--- config.mk ---
export PLATFORM = sky130hd
export DESIGN_NAME = ir_climate_frame_encoder_core
export DESIGN_NICKNAME = d
export VERILOG_FILES = /design/src/rtl/icfe_pkg.sv /design/src/rtl/icfe_ram.sv /design/src/rtl/icfe_frame_writer.sv /design/src/rtl/icfe_pulse_pipe.sv /design/src/rtl/ir_climate_frame_encoder_core.sv
export SDC_FILE = /design/constraint.sdc
export NUM_CORES = 1
export LEC_CHECK = 0
export BUFFER_PORTS_ARGS = -buffer_cell sky130_fd_sc_hd__buf_2
export CELL_PAD_IN_SITES_DETAIL_PLACEMENT = 1
export CELL_PAD_IN_SITES_GLOBAL_PLACEMENT = 1
export CORE_MARGIN = 1
export CORE_UTILIZATION = 35
export DETAILED_ROUTE_END_ITERATION = 6
export PLACE_DENSITY = 0.67
export SKIP_CTS_REPAIR_TIMING = 1
export SLEW_MARGIN = 5
export SYNTH_ARGS = -nofsm -noshare
export SYNTH_HDL_FRONTEND = slang
export SYNTH_SLANG_ARGS = --single-unit
--- constraint.sdc ---
create_clock -name clock -period 3.92 [get_ports clock]
set_clock_uncertainty 0.2 [all_clocks]
set_input_delay 0.784 -clock clock [delete_from_list [all_inputs] [get_ports clock]]
set_output_delay 0.784 -clock clock [all_outputs]
set_load 0.02 [all_outputs]
--- src/rtl/icfe_pkg.sv ---
`timescale 1ns / 1ps

package icfe_pkg;

   // frame geometry
   localparam int FRAME_BYTES = 25;
   localparam int ADDR_W      = $clog2(FRAME_BYTES);
   localparam int VAR_COUNT   = 5;
   localparam int VAR_IDX_W   = $clog2(VAR_COUNT);

   localparam logic [ADDR_W-1:0] LAST_BYTE = ADDR_W'(FRAME_BYTES - 1);

   // frame bytes that depend on the start beat
   localparam logic [ADDR_W-1:0] POS_MODE  = ADDR_W'(12);
   localparam logic [ADDR_W-1:0] POS_TEMP  = ADDR_W'(16);
   localparam logic [ADDR_W-1:0] POS_FAN   = ADDR_W'(17);
   localparam logic [ADDR_W-1:0] POS_SWING = ADDR_W'(18);
   localparam logic [ADDR_W-1:0] POS_SUM   = ADDR_W'(24);

   localparam logic [ADDR_W-1:0] VAR_POS [VAR_COUNT] = '{
      POS_MODE, POS_TEMP, POS_FAN, POS_SWING, POS_SUM
   };

   // fixed frame template
   localparam logic [7:0] TEMPLATE [FRAME_BYTES] = '{
      8'h11, 8'hDA, 8'h17, 8'h48, 8'h04, 8'h00, 8'h4E, 8'h11, 8'hDA, 8'h17,
      8'h48, 8'h00, 8'h73, 8'h00, 8'h21, 8'h00, 8'h00, 8'h1C, 8'h50, 8'h00,
      8'h20, 8'h00, 8'h00, 8'h00, 8'h6A
   };

   // mode codes
   localparam logic [7:0] MODE_OFF  = 8'h00;
   localparam logic [7:0] MODE_COOL = 8'h73;
   localparam logic [7:0] MODE_HEAT = 8'h51;
   localparam logic [7:0] MODE_DRY  = 8'h47;
   localparam logic [7:0] MODE_AUTO = 8'h43;
   localparam logic [7:0] MODE_FAN  = 8'h40;

   localparam logic [2:0] MSEL_OFF  = 3'd0;
   localparam logic [2:0] MSEL_COOL = 3'd1;
   localparam logic [2:0] MSEL_HEAT = 3'd2;
   localparam logic [2:0] MSEL_DRY  = 3'd3;
   localparam logic [2:0] MSEL_AUTO = 3'd4;
   localparam logic [2:0] MSEL_FAN  = 3'd5;

   // fan codes
   localparam logic [7:0] FAN_CODE [4] = '{8'h0F, 8'h1F, 8'h3F, 8'h5F};

   // swing codes
   localparam logic [7:0] SWING_OFF  = 8'h20;
   localparam logic [7:0] SWING_VERT = 8'h52;
   localparam logic [7:0] SWING_BOTH = 8'h5F;

   localparam logic [1:0] SSEL_VERT = 2'd1;
   localparam logic [1:0] SSEL_BOTH = 2'd2;

   // temperature limits
   localparam logic [7:0] TEMP_MIN    = 8'd16;
   localparam logic [7:0] TEMP_MAX    = 8'd30;
   localparam logic [7:0] TEMP_OFFSET = 8'd18;

   // opcodes
   localparam logic OP_START = 1'b0;
   localparam logic OP_NEXT  = 1'b1;

   // register map
   localparam int CSR_ADDR_W = 5;
   localparam logic [2:0] REG_HEADER_MARK   = 3'd0;
   localparam logic [2:0] REG_HEADER_SPACE  = 3'd1;
   localparam logic [2:0] REG_BIT_MARK      = 3'd2;
   localparam logic [2:0] REG_ONE_SPACE     = 3'd3;
   localparam logic [2:0] REG_ZERO_SPACE    = 3'd4;
   localparam logic [2:0] REG_TRAILER_SPACE = 3'd5;

   localparam logic [15:0] HEADER_MARK_RST   = 16'd3500;
   localparam logic [15:0] HEADER_SPACE_RST  = 16'd1700;
   localparam logic [15:0] BIT_MARK_RST      = 16'd430;
   localparam logic [15:0] ONE_SPACE_RST     = 16'd1300;
   localparam logic [15:0] ZERO_SPACE_RST    = 16'd420;
   localparam logic [15:0] TRAILER_SPACE_RST = 16'd8000;

   typedef struct packed {
      logic       opcode;
      logic [2:0] mode_sel;
      logic [7:0] temperature_deg;
      logic [1:0] fan_sel;
      logic [1:0] swing_sel;
   } req_type;

   typedef struct packed {
      logic [15:0] mark_us;
      logic [15:0] space_us;
      logic        last;
   } rsp_type;

   typedef struct packed {
      logic [15:0] header_mark_us;
      logic [15:0] header_space_us;
      logic [15:0] bit_mark_us;
      logic [15:0] one_space_us;
      logic [15:0] zero_space_us;
      logic [15:0] trailer_space_us;
   } timing_type;

   typedef struct packed {
      logic              en;
      logic [ADDR_W-1:0] addr;
      logic [7:0]        data;
   } ram_wr_type;

   typedef struct packed {
      logic              en;
      logic [ADDR_W-1:0] addr;
   } ram_rd_type;

   typedef enum logic [2:0] {
      PH_IDLE    = 3'b001,
      PH_DATA    = 3'b010,
      PH_TRAILER = 3'b100
   } phase_type;

   typedef enum logic [1:0] {
      KIND_HEADER,
      KIND_DATA,
      KIND_TRAILER
   } kind_type;

   // byte position written from the start beat
   function automatic logic is_var_pos(input logic [ADDR_W-1:0] idx);
      return (idx inside {POS_MODE, POS_TEMP, POS_FAN, POS_SWING, POS_SUM});
   endfunction

   // template byte, zero beyond the frame
   function automatic logic [7:0] template_byte(input logic [ADDR_W-1:0] idx);
      logic [7:0] b;
      b = 8'h00;
      for (int i = 0; i < FRAME_BYTES; i++) begin
         if (idx == ADDR_W'(i)) begin
            b = TEMPLATE[i];
         end
      end
      return b;
   endfunction

   // sum of the template bytes that never change
   function automatic logic [7:0] fixed_sum();
      logic [7:0] s;
      s = 8'h00;
      for (int i = 0; i < FRAME_BYTES - 1; i++) begin
         if (!is_var_pos(ADDR_W'(i))) begin
            s = s + TEMPLATE[i];
         end
      end
      return s;
   endfunction

   localparam logic [7:0] FIXED_SUM = fixed_sum();

endpackage

--- src/rtl/icfe_ram.sv ---
`timescale 1ns / 1ps

module icfe_ram #(
   parameter int WIDTH = 8,
   parameter int DEPTH = 32
) (
   input  logic                     clock,
   input  logic                     wr_en,
   input  logic [$clog2(DEPTH)-1:0] wr_addr,
   input  logic [WIDTH-1:0]         wr_data,
   input  logic                     rd_en,
   input  logic [$clog2(DEPTH)-1:0] rd_addr,
   output logic [WIDTH-1:0]         rd_data
);

   logic [WIDTH-1:0] mem_ff [DEPTH];
   logic [WIDTH-1:0] rd_data_ff;

   // write port
   always_ff @(posedge clock) begin
      if (wr_en) begin
         mem_ff[wr_addr] <= wr_data;
      end
   end

   // registered read, held when not enabled
   always_ff @(posedge clock) begin
      if (rd_en) begin
         rd_data_ff <= mem_ff[rd_addr];
      end
   end

   assign rd_data = rd_data_ff;

endmodule

--- src/rtl/icfe_frame_writer.sv ---
`timescale 1ns / 1ps

module icfe_frame_writer (
   input  logic                clock,
   input  logic                reset,
   input  logic                start,
   input  icfe_pkg::req_type   req_data,
   output icfe_pkg::ram_wr_type wr
);

   import icfe_pkg::*;

   logic [7:0]           bytes_ff [VAR_COUNT];
   logic [7:0]           bytes_in [VAR_COUNT];
   logic [VAR_IDX_W-1:0] idx_ff, idx_in;
   logic                 busy_ff, busy_in;

   logic [7:0] mode_code;
   logic [7:0] temp_clamped;
   logic [7:0] temp_code;
   logic [7:0] fan_code;
   logic [7:0] swing_code;
   logic [7:0] sum_code;

   // mode byte
   always_comb begin
      case (req_data.mode_sel)
         MSEL_OFF:  mode_code = MODE_OFF;
         MSEL_COOL: mode_code = MODE_COOL;
         MSEL_HEAT: mode_code = MODE_HEAT;
         MSEL_DRY:  mode_code = MODE_DRY;
         MSEL_AUTO: mode_code = MODE_AUTO;
         MSEL_FAN:  mode_code = MODE_FAN;
         default:   mode_code = MODE_OFF;
      endcase
   end

   // temperature byte: twice the clamped value less the offset
   always_comb begin
      if (req_data.temperature_deg < TEMP_MIN) begin
         temp_clamped = TEMP_MIN;
      end else if (req_data.temperature_deg > TEMP_MAX) begin
         temp_clamped = TEMP_MAX;
      end else begin
         temp_clamped = req_data.temperature_deg;
      end
      temp_code = {temp_clamped[6:0], 1'b0} - TEMP_OFFSET;
   end

   // fan and swing bytes
   always_comb begin
      fan_code = FAN_CODE[req_data.fan_sel];
      case (req_data.swing_sel)
         SSEL_VERT: swing_code = SWING_VERT;
         SSEL_BOTH: swing_code = SWING_BOTH;
         default:   swing_code = SWING_OFF;
      endcase
   end

   // checksum over every frame byte but the checksum byte itself
   assign sum_code = FIXED_SUM + mode_code + temp_code + fan_code + swing_code;

   // latch the bytes and step through the write sequence
   always_comb begin
      bytes_in = bytes_ff;
      idx_in   = idx_ff;
      busy_in  = busy_ff;
      if (start) begin
         bytes_in[0] = mode_code;
         bytes_in[1] = temp_code;
         bytes_in[2] = fan_code;
         bytes_in[3] = swing_code;
         bytes_in[4] = sum_code;
         idx_in      = '0;
         busy_in     = 1'b1;
      end else if (busy_ff) begin
         if (idx_ff == VAR_IDX_W'(VAR_COUNT - 1)) begin
            busy_in = 1'b0;
         end else begin
            idx_in = idx_ff + 1'b1;
         end
      end
   end

   always_ff @(posedge clock) begin
      bytes_ff <= bytes_in;
      idx_ff   <= idx_in;
   end

   always_ff @(posedge clock) begin
      if (reset) begin
         busy_ff <= 1'b0;
      end else begin
         busy_ff <= busy_in;
      end
   end

   assign wr.en   = busy_ff;
   assign wr.addr = VAR_POS[idx_ff];
   assign wr.data = bytes_ff[idx_ff];

endmodule

--- src/rtl/icfe_pulse_pipe.sv ---
`timescale 1ns / 1ps

module icfe_pulse_pipe (
   input  logic                 clock,
   input  logic                 reset,
   input  logic                 req_valid,
   output logic                 req_ready,
   input  logic                 req_opcode,
   output logic                 rsp_valid,
   input  logic                 rsp_ready,
   output icfe_pkg::rsp_type    rsp_data,
   input  icfe_pkg::timing_type timing,
   output icfe_pkg::ram_rd_type rd,
   input  logic [7:0]           rd_data
);

   import icfe_pkg::*;

   phase_type         phase_ff, phase_in;
   logic [ADDR_W-1:0] byte_pos_ff, byte_pos_in;
   logic [2:0]        bit_pos_ff, bit_pos_in;

   logic              s1_valid_ff, s1_valid_in;
   kind_type          s1_kind_ff, s1_kind_in;
   logic [ADDR_W-1:0] s1_byte_ff, s1_byte_in;
   logic [2:0]        s1_bit_ff, s1_bit_in;
   logic              s1_ram_ff, s1_ram_in;

   logic              out_valid_ff, out_valid_in;
   rsp_type           out_ff, out_in;

   logic accept;
   logic out_free;
   logic s1_adv;
   logic produce;
   logic [7:0] cur_byte;
   logic       cur_bit;

   // handshake: the output register parts the two sides
   assign out_free  = !out_valid_ff || rsp_ready;
   assign s1_adv    = s1_valid_ff && out_free;
   assign req_ready = !s1_valid_ff || out_free;
   assign accept    = req_valid && req_ready;

   // frame position and phase, read issued when a data beat is accepted
   always_comb begin
      phase_in    = phase_ff;
      byte_pos_in = byte_pos_ff;
      bit_pos_in  = bit_pos_ff;
      s1_kind_in  = s1_kind_ff;
      s1_byte_in  = s1_byte_ff;
      s1_bit_in   = s1_bit_ff;
      s1_ram_in   = s1_ram_ff;
      produce     = 1'b0;
      rd.en       = 1'b0;
      rd.addr     = byte_pos_ff;
      if (accept) begin
         if (req_opcode == OP_START) begin
            produce     = 1'b1;
            s1_kind_in  = KIND_HEADER;
            phase_in    = PH_DATA;
            byte_pos_in = '0;
            bit_pos_in  = 3'd7;
         end else begin
            case (phase_ff)
               PH_DATA: begin
                  produce    = 1'b1;
                  rd.en      = 1'b1;
                  s1_kind_in = KIND_DATA;
                  s1_byte_in = byte_pos_ff;
                  s1_bit_in  = bit_pos_ff;
                  s1_ram_in  = is_var_pos(byte_pos_ff);
                  if (bit_pos_ff == 3'd0) begin
                     bit_pos_in = 3'd7;
                     if (byte_pos_ff == LAST_BYTE) begin
                        byte_pos_in = '0;
                        phase_in    = PH_TRAILER;
                     end else begin
                        byte_pos_in = byte_pos_ff + 1'b1;
                     end
                  end else begin
                     bit_pos_in = bit_pos_ff - 1'b1;
                  end
               end
               PH_TRAILER: begin
                  produce    = 1'b1;
                  s1_kind_in = KIND_TRAILER;
                  phase_in   = PH_IDLE;
               end
               default: begin
                  produce = 1'b0;
               end
            endcase
         end
      end
   end

   // read stage occupancy
   always_comb begin
      if (accept && produce) begin
         s1_valid_in = 1'b1;
      end else if (s1_adv) begin
         s1_valid_in = 1'b0;
      end else begin
         s1_valid_in = s1_valid_ff;
      end
   end

   // pick the bit and form the pulse pair
   always_comb begin
      cur_byte = s1_ram_ff ? rd_data : template_byte(s1_byte_ff);
      cur_bit  = cur_byte[s1_bit_ff];
      case (s1_kind_ff)
         KIND_HEADER: begin
            out_in.mark_us  = timing.header_mark_us;
            out_in.space_us = timing.header_space_us;
            out_in.last     = 1'b0;
         end
         KIND_DATA: begin
            out_in.mark_us  = timing.bit_mark_us;
            out_in.space_us = cur_bit ? timing.one_space_us : timing.zero_space_us;
            out_in.last     = 1'b0;
         end
         default: begin
            out_in.mark_us  = timing.bit_mark_us;
            out_in.space_us = timing.trailer_space_us;
            out_in.last     = 1'b1;
         end
      endcase
   end

   // output register occupancy
   always_comb begin
      if (s1_adv) begin
         out_valid_in = 1'b1;
      end else if (rsp_ready) begin
         out_valid_in = 1'b0;
      end else begin
         out_valid_in = out_valid_ff;
      end
   end

   always_ff @(posedge clock) begin
      if (reset) begin
         phase_ff     <= PH_IDLE;
         byte_pos_ff  <= '0;
         bit_pos_ff   <= 3'd7;
         s1_valid_ff  <= 1'b0;
         out_valid_ff <= 1'b0;
      end else begin
         phase_ff     <= phase_in;
         byte_pos_ff  <= byte_pos_in;
         bit_pos_ff   <= bit_pos_in;
         s1_valid_ff  <= s1_valid_in;
         out_valid_ff <= out_valid_in;
      end
   end

   always_ff @(posedge clock) begin
      s1_kind_ff <= s1_kind_in;
      s1_byte_ff <= s1_byte_in;
      s1_bit_ff  <= s1_bit_in;
      s1_ram_ff  <= s1_ram_in;
      if (s1_adv) begin
         out_ff <= out_in;
      end
   end

   assign rsp_valid = out_valid_ff;
   assign rsp_data  = out_ff;

endmodule

--- src/rtl/ir_climate_frame_encoder_core.sv ---
`timescale 1ns / 1ps

// climate remote frame encoder, pulse-distance ir timing
// req channel: a start beat (opcode 0) builds a new 25-byte frame from mode,
// temperature, fan and swing and answers with the header mark/space pair;
// each next beat (opcode 1) answers with one data bit pair, msb first from
// byte 0, then the trailer pair with last set; a next beat while idle is
// consumed with no answer, and a start beat mid-frame restarts the frame
// rsp channel: one mark/space beat in microseconds per answered req beat
// csr port: six 16-bit timing registers at byte addresses 0..20, step 4
// the req beat passes the read stage and then the output register, whose
// valid drives rsp_valid; a stalled result holds it in the read stage
// throughput: one req beat per cycle while req_ready is high; each data beat
// makes one read of the frame ram, and the five start-dependent bytes are
// written into it one after another after a start beat
// reset: timing registers take their defaults, the sequencer goes idle;
// the frame ram is not cleared, a start beat always fills it first
// stall: while rsp_ready is low the result and the read stage hold, and
// req_ready drops once both are full
module ir_climate_frame_encoder_core (
   input  logic                             clock,
   input  logic                             reset,
   input  logic                             req_valid,
   output logic                             req_ready,
   input  icfe_pkg::req_type                req_data,
   output logic                             rsp_valid,
   input  logic                             rsp_ready,
   output icfe_pkg::rsp_type                rsp_data,
   input  logic                             csr_psel,
   input  logic                             csr_penable,
   input  logic                             csr_pwrite,
   input  logic [icfe_pkg::CSR_ADDR_W-1:0]  csr_paddr,
   input  logic [31:0]                      csr_pwdata,
   output logic [31:0]                      csr_prdata,
   output logic                             csr_pready
);

   import icfe_pkg::*;

   timing_type timing_ff, timing_in;
   ram_wr_type wr;
   ram_rd_type rd;
   logic [7:0] rd_data;
   logic       csr_write;
   logic [2:0] csr_index;
   logic       start_fire;

   // register port
   assign csr_pready = 1'b1;
   assign csr_write  = csr_psel && csr_penable && csr_pwrite;
   assign csr_index  = csr_paddr[CSR_ADDR_W-1:2];

   always_comb begin
      timing_in = timing_ff;
      if (csr_write) begin
         case (csr_index)
            REG_HEADER_MARK:   timing_in.header_mark_us   = csr_pwdata[15:0];
            REG_HEADER_SPACE:  timing_in.header_space_us  = csr_pwdata[15:0];
            REG_BIT_MARK:      timing_in.bit_mark_us      = csr_pwdata[15:0];
            REG_ONE_SPACE:     timing_in.one_space_us     = csr_pwdata[15:0];
            REG_ZERO_SPACE:    timing_in.zero_space_us    = csr_pwdata[15:0];
            REG_TRAILER_SPACE: timing_in.trailer_space_us = csr_pwdata[15:0];
            default:           timing_in = timing_ff;
         endcase
      end
   end

   always_comb begin
      case (csr_index)
         REG_HEADER_MARK:   csr_prdata = {16'h0000, timing_ff.header_mark_us};
         REG_HEADER_SPACE:  csr_prdata = {16'h0000, timing_ff.header_space_us};
         REG_BIT_MARK:      csr_prdata = {16'h0000, timing_ff.bit_mark_us};
         REG_ONE_SPACE:     csr_prdata = {16'h0000, timing_ff.one_space_us};
         REG_ZERO_SPACE:    csr_prdata = {16'h0000, timing_ff.zero_space_us};
         REG_TRAILER_SPACE: csr_prdata = {16'h0000, timing_ff.trailer_space_us};
         default:           csr_prdata = 32'h0000_0000;
      endcase
   end

   always_ff @(posedge clock) begin
      if (reset) begin
         timing_ff.header_mark_us   <= HEADER_MARK_RST;
         timing_ff.header_space_us  <= HEADER_SPACE_RST;
         timing_ff.bit_mark_us      <= BIT_MARK_RST;
         timing_ff.one_space_us     <= ONE_SPACE_RST;
         timing_ff.zero_space_us    <= ZERO_SPACE_RST;
         timing_ff.trailer_space_us <= TRAILER_SPACE_RST;
      end else begin
         timing_ff <= timing_in;
      end
   end

   // start beat taken
   assign start_fire = req_valid && req_ready && (req_data.opcode == OP_START);

   icfe_frame_writer u_writer (
      .clock    (clock),
      .reset    (reset),
      .start    (start_fire),
      .req_data (req_data),
      .wr       (wr)
   );

   icfe_ram #(
      .WIDTH (8),
      .DEPTH (FRAME_BYTES)
   ) u_frame_ram (
      .clock   (clock),
      .wr_en   (wr.en),
      .wr_addr (wr.addr),
      .wr_data (wr.data),
      .rd_en   (rd.en),
      .rd_addr (rd.addr),
      .rd_data (rd_data)
   );

   icfe_pulse_pipe u_pipe (
      .clock      (clock),
      .reset      (reset),
      .req_valid  (req_valid),
      .req_ready  (req_ready),
      .req_opcode (req_data.opcode),
      .rsp_valid  (rsp_valid),
      .rsp_ready  (rsp_ready),
      .rsp_data   (rsp_data),
      .timing     (timing_ff),
      .rd         (rd),
      .rd_data    (rd_data)
   );

`ifndef ASSERT_OFF
   // a start beat always launches the frame byte writes
   a_start_writes: assert property (@(posedge clock) disable iff (reset)
      start_fire |=> wr.en)
      else $error("start beat did not launch frame writes");

   // input stalls only behind a stalled result
   a_ready_stall: assert property (@(posedge clock) disable iff (reset)
      !req_ready |-> (rsp_valid && !rsp_ready))
      else $error("req_ready low without a stalled result");

   // ram writes only touch start-dependent bytes
   a_write_pos: assert property (@(posedge clock) disable iff (reset)
      wr.en |-> (wr.addr == POS_MODE || wr.addr == POS_TEMP || wr.addr == POS_FAN ||
                 wr.addr == POS_SWING || wr.addr == POS_SUM))
      else $error("frame write to a fixed template byte");
`endif

endmodule
==> impl_metrics.py, run 1 <==
metrics = {
    "layout": {
        "drive_gt1_share_pct": 19.0,
        "num-nets-final": 1673,
        "final_cell_count_no_fill": 2277,
        "antenna_cells": 0,
        "nFillCells": 5207,
        "fin_area_um2": 20500,
        "area_growth_pct": 18.3,
    },
    "grt": {
        "grt_overflow": 0,
        "grt_pass1_vias": 11898,
        "grtUsageTotal_pct": 17.7,
        "grt_max_degree": 109,
        "antenna_found_initial": 0,
        "grt_pass1_wl_mm": 68.1,
    },
    "synthesis": {
        "synth.most_common_cell": "edfxtp_1",
        "synth_top_area_share_pct": 48.3,
        "synth_enable_flop_cells": 279,
        "ys_types": 68,
        "synth_seq_area_share_pct": 61.3,
        "ys_top_cells_by_count": "279 x edfxtp_1, 229 x nand2_1, 113 x dfxtp_1",
        "async_flop_share_pct": 0,
        "ys_warn_count": 0,
        "netlist_area_um2": 17400,
        "synth_ff_type": "edfxtp_1",
        "synthTopCellsByArea": "edfxtp_1 48%, dfxtp_1 13%, mux4_2 6.1%, nand2_1 5.0%, a21oi_1 2.9%",
        "synth_cells": 1346,
        "yosys.area.top_type": "edfxtp_1",
        "synth_seq_cells": 392,
        "synth_area_per_cell_um2": 12.9,
    },
    "cts": {
        "cts_root_buffer": "clkbuf_16",
        "cts_tree": "done",
        "cts_sinks": 392,
        "ctsHtreeMaxLevel": 2,
        "clockBufferDepth": 3,
        "cts.clk_slew.worst_paths_ps": 60,
        "numCtsBuffers": 43,
        "clk_latency_ps": 600,
    },
    "placement": {
        "dp.cells": 2197,
        "hpwl_mm": 28.0,
        "port_buffers": 92,
        "place_congestion": 0.824,
        "dpl-instance-area_um2": 19100,
    },
    "sta": {
        "rsz0062_at_grt": "false",
        "fin_crit_sh_pct": 93.7,
        "finalSetupViolations": 0,
        "clock.fmax_ghz": 0.272,
        "relSlewSlack_pct": 32.1,
        "slew_viol_final": 0,
        "finalCriticalPeriod_ps": 3670,
        "hold_viol": 0,
        "worst_pin_slew_ps": 1020,
    },
    "drt": {
        "drc": 0,
        "wl_mm": 43.8,
        "wire_per_inst_um": 19.2,
        "via_per_inst": 5.00,
        "vias": 11376,
        "drt_pass1_iterations": 5,
        "drt-initial-drc-count": 700,
        "antenna_left": 0,
    },
    "floorplan": {
        "row_count": 81,
        "die_area_um2": 50500,
        "die_y_um": 225,
        "initial_core_util_pct": 35.4,
        "coreArea_um2": 49000,
        "dieWidth_um": 225,
        "num_io_pins": 128,
    },
    "job": {
        "drv_cap": 0,
    },
    "critical_path": {
        "worstPathMaxFanout": 2,
        "crit_chain": "buf_2 -> or3_1 -> a21oi_1 -> ha_2 -> xnor2_2 -> ha_2 -> inv_1 -> fa_1 -> fa_1 -> inv_1 -> fa_2 -> a21o_1 -> a21oi_2 -> xnor2_1",
        "r2r_slack_ps": 780,
        "worst-setup-path-type": "in -> reg",
        "cp_slowest_stage_delay_ps": 490,
        "worstPathRequired_ps": 4050,
        "crit_slowest_cell": "fa_1",
        "startpoint_type": "input port",
        "arrival_ps": 3800,
        "end_kind": "flip-flop",
    },
    "status": {
        "status": "finished, final reports clean",
    },
    "hold_path": {
        "hold_class": "reg -> reg",
    },
    "power": {
        "p_per_area_nw_per_um2": 513,
        "peakVddDrop_uv": 287,
        "leakagePower_nw": 7.60,
    },
}
-- report_power, final --
part | internal [mW] | switching (mW) | total [mW]
combinational | 0.477 | 0.718 | 1.19
sequential | 5.15 | 0.165 | 5.31
clock | 2.31 | 1.72 | 4.03
total | 7.93 | 2.60 | 10.5
-- cell usage in the layout (no fill, tap or decap), types with 4 or more instances in the layout --
master	count
mux4_1	12
clkbuf_8	6
xnor2_1	12
nor2b_1	5
clkinv_1	5
and2_0	4
o21ai_0	15
nand3_1	43
nand2_1	229
clkbuf_16	43
a21o_1	4
buf_2	92
nand2b_1	8
mux4_2	47
a22oi_1	48
o211ai_1	18
ha_1	24
dfxtp_1	111
edfxtp_1	279
buf_4	52
nand3b_1	36
nor3b_1	21
nor3_1	10
nor2_1	30
clkinv_2	6
nand4_1	19
a211oi_1	5
inv_1	36
clkbuf_1	13
and2_1	4
mux2i_1	13
xor2_1	7
mux2_2	26
conb_1	148
a21oi_1	101
fa_1	8
-- flip-flops by register name, summed over array words and instances (netlist names), 3 cells and up --
| signal | flops |
|---|---|
| u_frame_ram.mem_ff | 200 |
| timing_ff | 96 |
| u_pipe.rsp_data | 33 |
| u_writer.bytes_ff | 27 |
| u_frame_ram.rd_data | 8 |
| u_pipe.byte_pos_ff | 5 |
| u_pipe.s1_byte_ff | 5 |
| u_pipe.bit_pos_ff | 3 |
| u_pipe.phase_ff | 3 |
| u_pipe.s1_bit_ff | 3 |
| u_writer.idx_ff | 3 |
-- metrics by stage --
stage | hold WS (ps) | power (mW) | setup WS, ps | TNS (ps) | util (%)
floorplan | 208 | 6.14 | -47.1 | -47.1 | -
global placement | 223 | 6.53 | -268 | -628 | 39.1
detailed placement | 225 | 6.61 | -367 | -959 | 39.1
CTS | 247 | 10.7 | 255 | 0 | 41.9
global route | 270 | 11.0 | 117 | 0 | 41.9
finish | 258 | 10.5 | 247 | 0 | 41.9
-- routing by layer --
metal	share of wire [%]	GRT usage (%)	wire length, um	vias up
met3	4.1	2.70	1800	74
met4	2.5	6.34	1090	0
met2	49	30.0	21500	252
met5	0	0	0	-
met1	44	22.9	19500	5749
li1	-	-	-	5301
-- logic make-up (layout without fill, tap and decap cells) --
logic type | Yosys count | after routing | share of synthesized area (%)
multiplexers | 98 | 98 | 10.4
XOR/XNOR | 20 | 20 | 1.01
other | 2 | 148 | 0.0433
adder cells (fa/ha/maj) | 35 | 35 | 2.91
AO/OA/AOI/OAI | 220 | 220 | 8.02
flip-flops | 392 | 392 | 61.3
AND/OR/NAND/NOR | 436 | 436 | 12.3
buffers and inverters | 143 | 264 | 4.05
-- final cells by class --
class | count | area [um2] | share of cell area, %
flip-flops and latches | 392 | 10600 | 51.9
multi-input cells | 957 | 6610 | 32.2
clock buffers | 63 | 1210 | 5.92
repair buffers | 146 | 891 | 4.34
well taps | 664 | 831 | 4.05
clock inverters | 17 | 191 | 0.933
inverters | 38 | 143 | 0.695
-- final timing paths --
kind | start | endpoint | cells after the start
max | req_data[11] | u_writer.bytes_ff[7]$_DFFE_PP_ | 14
min | u_pipe.bit_pos_ff[0]$_SDFFE_PP1P_ | u_pipe.s1_bit_ff[0]$_DFFE_PP_ | 0
max reg2reg | u_pipe.s1_byte_ff[2]$_DFFE_PP_ | u_pipe.rsp_data[10]$_DFFE_PP_ | 6
min reg2reg | u_pipe.bit_pos_ff[0]$_SDFFE_PP1P_ | u_pipe.s1_bit_ff[0]$_DFFE_PP_ | 0
-- worst max-delay path, delay by kind of cell --
kind            cells  cell delay, ps
fa+ha+maj           5            1710
simple gates        1             380
compound gates      3             470
xor+xnor            2             220
buf+inv             3             230
Power figures use the tool's default switching activity.
==> run 2, diff against run 1 <==
--- a/config.mk
+++ b/config.mk
@@ -9,9 +9,9 @@
 export CELL_PAD_IN_SITES_DETAIL_PLACEMENT = 1
 export CELL_PAD_IN_SITES_GLOBAL_PLACEMENT = 1
 export CORE_MARGIN = 1
-export CORE_UTILIZATION = 35
+export CORE_UTILIZATION = 45
 export DETAILED_ROUTE_END_ITERATION = 6
-export PLACE_DENSITY = 0.67
+export PLACE_DENSITY = 0.81
 export SKIP_CTS_REPAIR_TIMING = 1
 export SLEW_MARGIN = 5
 export SYNTH_ARGS = -nofsm -noshare
==> run 2 against run 1 <==
Against the previous run:
- register-to-register slack gained 90 ps
- global-route usage rose by 6.4 points
- largest power group unchanged
- via count increased by 3.1%
- critical path depth stayed put
- non-clock buffer count down 3
- design area is 0.86% lower
- sequential share of layout area is 0.45 points higher
- clock-buffer cell count down 3
- setup slack lost 25 ps
- power rose by 1.7%
- sequential cell count unchanged
- worst hold slack worse by 20 ps
- critical endpoint unchanged
==> impl_metrics.py, run 2 (synthesized netlist as in run 1, its figures left out) <==
metrics = {
    "status": {
        "status": "finished, final reports clean",
    },
    "grt": {
        "grt_pass1_wl_mm": 70.9,
        "grt_pass1_vias": 12785,
        "grtUsageTotal_pct": 24.0,
        "antenna_found_initial": 0,
        "grt_overflow": 0,
        "grt_max_degree": 90,
    },
    "layout": {
        "drive_gt1_share_pct": 18.7,
        "nFillCells": 3958,
        "num-nets-final": 1669,
        "regMostFlops": "u_frame_ram.mem_ff",
        "area_growth_pct": 17.3,
        "regArea_um2": 10600,
        "final_cell_mix": "279 x edfxtp_1, 229 x nand2_1, 148 x conb_1",
        "antenna_cells": 0,
        "largest_reg_flops": 200,
        "fin_area_um2": 20300,
        "utilization_pct": 53.8,
        "final_cell_count_no_fill": 2119,
        "multi_input_area_um2": 6610,
        "layout_commonest_cell": "edfxtp_1",
    },
    "hold_path": {
        "hold_class": "reg -> reg",
        "hold_end": "u_pipe.s1_bit_ff[0]$_DFFE_PP_",
        "hp-start": "u_pipe.bit_pos_ff[0]$_SDFFE_PP1P_",
        "hold_depth": 0,
    },
    "drt": {
        "highest_layer": "met4",
        "vias": 11727,
        "drt_pass1_iterations": 5,
        "met1_length_mm": 18.5,
        "drt-initial-drc-count": 903,
        "antenna_left": 0,
        "met2_length_mm": 24.1,
        "via_per_inst": 5.53,
        "drc": 0,
        "wl_mm": 46.4,
        "met3_wirelength_mm": 2.47,
        "wire_per_inst_um": 21.9,
    },
    "floorplan": {
        "initial_core_util_pct": 45.8,
        "die_y_um": 198,
        "die_area_um2": 39300,
        "coreArea_um2": 37800,
        "row_count": 71,
        "dieWidth_um": 198,
        "num_io_pins": 128,
    },
    "cts": {
        "cts_tree": "done",
        "cts_root_buffer": "clkbuf_16",
        "clk_latency_ps": 570,
        "ctsHtreeMaxLevel": 2,
        "clockBufferDepth": 3,
        "numCtsBuffers": 42,
        "cts.clk_slew.worst_paths_ps": 70,
        "cts_sinks": 392,
    },
    "critical_path": {
        "arrival_ps": 3830,
        "end_kind": "flip-flop",
        "worst-setup-path-type": "in -> reg",
        "worstPathMaxFanout": 2,
        "startpoint": "req_data[11]",
        "rr_worst_depth": 6,
        "r2r_slack_ps": 870,
        "r2r_end": "u_pipe.rsp_data[14]$_DFFE_PP_",
        "timing.rr.start": "u_pipe.s1_byte_ff[0]$_DFFE_PP_",
        "startpoint_type": "input port",
        "worstPathRequired_ps": 4050,
    },
    "sta": {
        "rsz0062_at_grt": "false",
        "slew_viol_final": 0,
        "hold_viol": 0,
        "finalCriticalPeriod_ps": 3700,
        "hold_slack_ps": 238,
        "worst_pin_slew_ps": 1350,
        "fin_crit_sh_pct": 94.3,
        "clock.fmax_ghz": 0.270,
        "relSlewSlack_pct": 9.53,
        "finalSetupViolations": 0,
    },
    "placement": {
        "dp.cells": 2041,
        "place_congestion": 0.826,
        "dpl-instance-area_um2": 18900,
        "hpwl_mm": 29.5,
        "port_buffers": 92,
    },
    "power": {
        "p_per_area_nw_per_um2": 527,
        "leakagePower_nw": 7.59,
        "finalPower_mw": 10.7,
        "peakVddDrop_uv": 436,
    },
    "job": {
        "drv_cap": 0,
    },
}
[run 2: cell types whose count changed in the layout (fill, tap and decap cells not counted), moves of 2 or more]
cell / change
clkbuf_8: -3
bufinv_16: +4
buf_4: -4
inv_6: +2
[run 2: power by group]
| group | leakage, nW | internal (mW) | switching [mW] | total (mW) |
|---|---|---|---|---|
| clock | 0.696 | 2.49 | 1.66 | 4.15 |
| sequential | 3.59 | 5.15 | 0.181 | 5.33 |
| combinational | 3.31 | 0.480 | 0.760 | 1.24 |
[run 2: worst max path at each step]
stage                     slack (ps)  cells past startpoint                             end
after CTS                        240                     14  u_writer.bytes_ff[7]$_DFFE_PP_
after detailed placement        -340                     14  u_writer.bytes_ff[7]$_DFFE_PP_
after floorplan                  -50                     13  u_writer.bytes_ff[7]$_DFFE_PP_
final                            220                     14  u_writer.bytes_ff[7]$_DFFE_PP_
after global placement          -290                     13  u_writer.bytes_ff[7]$_DFFE_PP_
after global routing             110                     14  u_writer.bytes_ff[7]$_DFFE_PP_
[run 2: final cells by class]
class	instances	share of cell area, %
sequential	392	52.3
inverter	38	0.701
timing repair buffer	143	4.33
clock inverter	18	1.29
tap	511	3.14
multi-input combinational	957	32.5
clock buffer	60	5.75
[run 2: worst max-delay path: stages]
cell and delay (ps):
buf_2 110, or3_1 400, a21oi_1 140, ha_2 220
xnor2_2 130, ha_2 200, inv_1 50, fa_1 460
fa_1 500, inv_1 70, fa_2 350, a21o_1 180
a21oi_2 140, xnor2_1 80
[run 2: metrics by stage]
step,setup slack [ps],setup TNS [ps]
final,222,0
after global routing,109,0
after CTS,239,0
after floorplan,-47.1,-47.1
after detailed placement,-341,-917
after global placement,-287,-670
[run 2: layer usage]
metal	GRT usage [%]	vias up
met3	4.00	102
met1	28.5	5957
li1	-	5291
met5	0	-
met2	43.1	377
met4	9.85	0
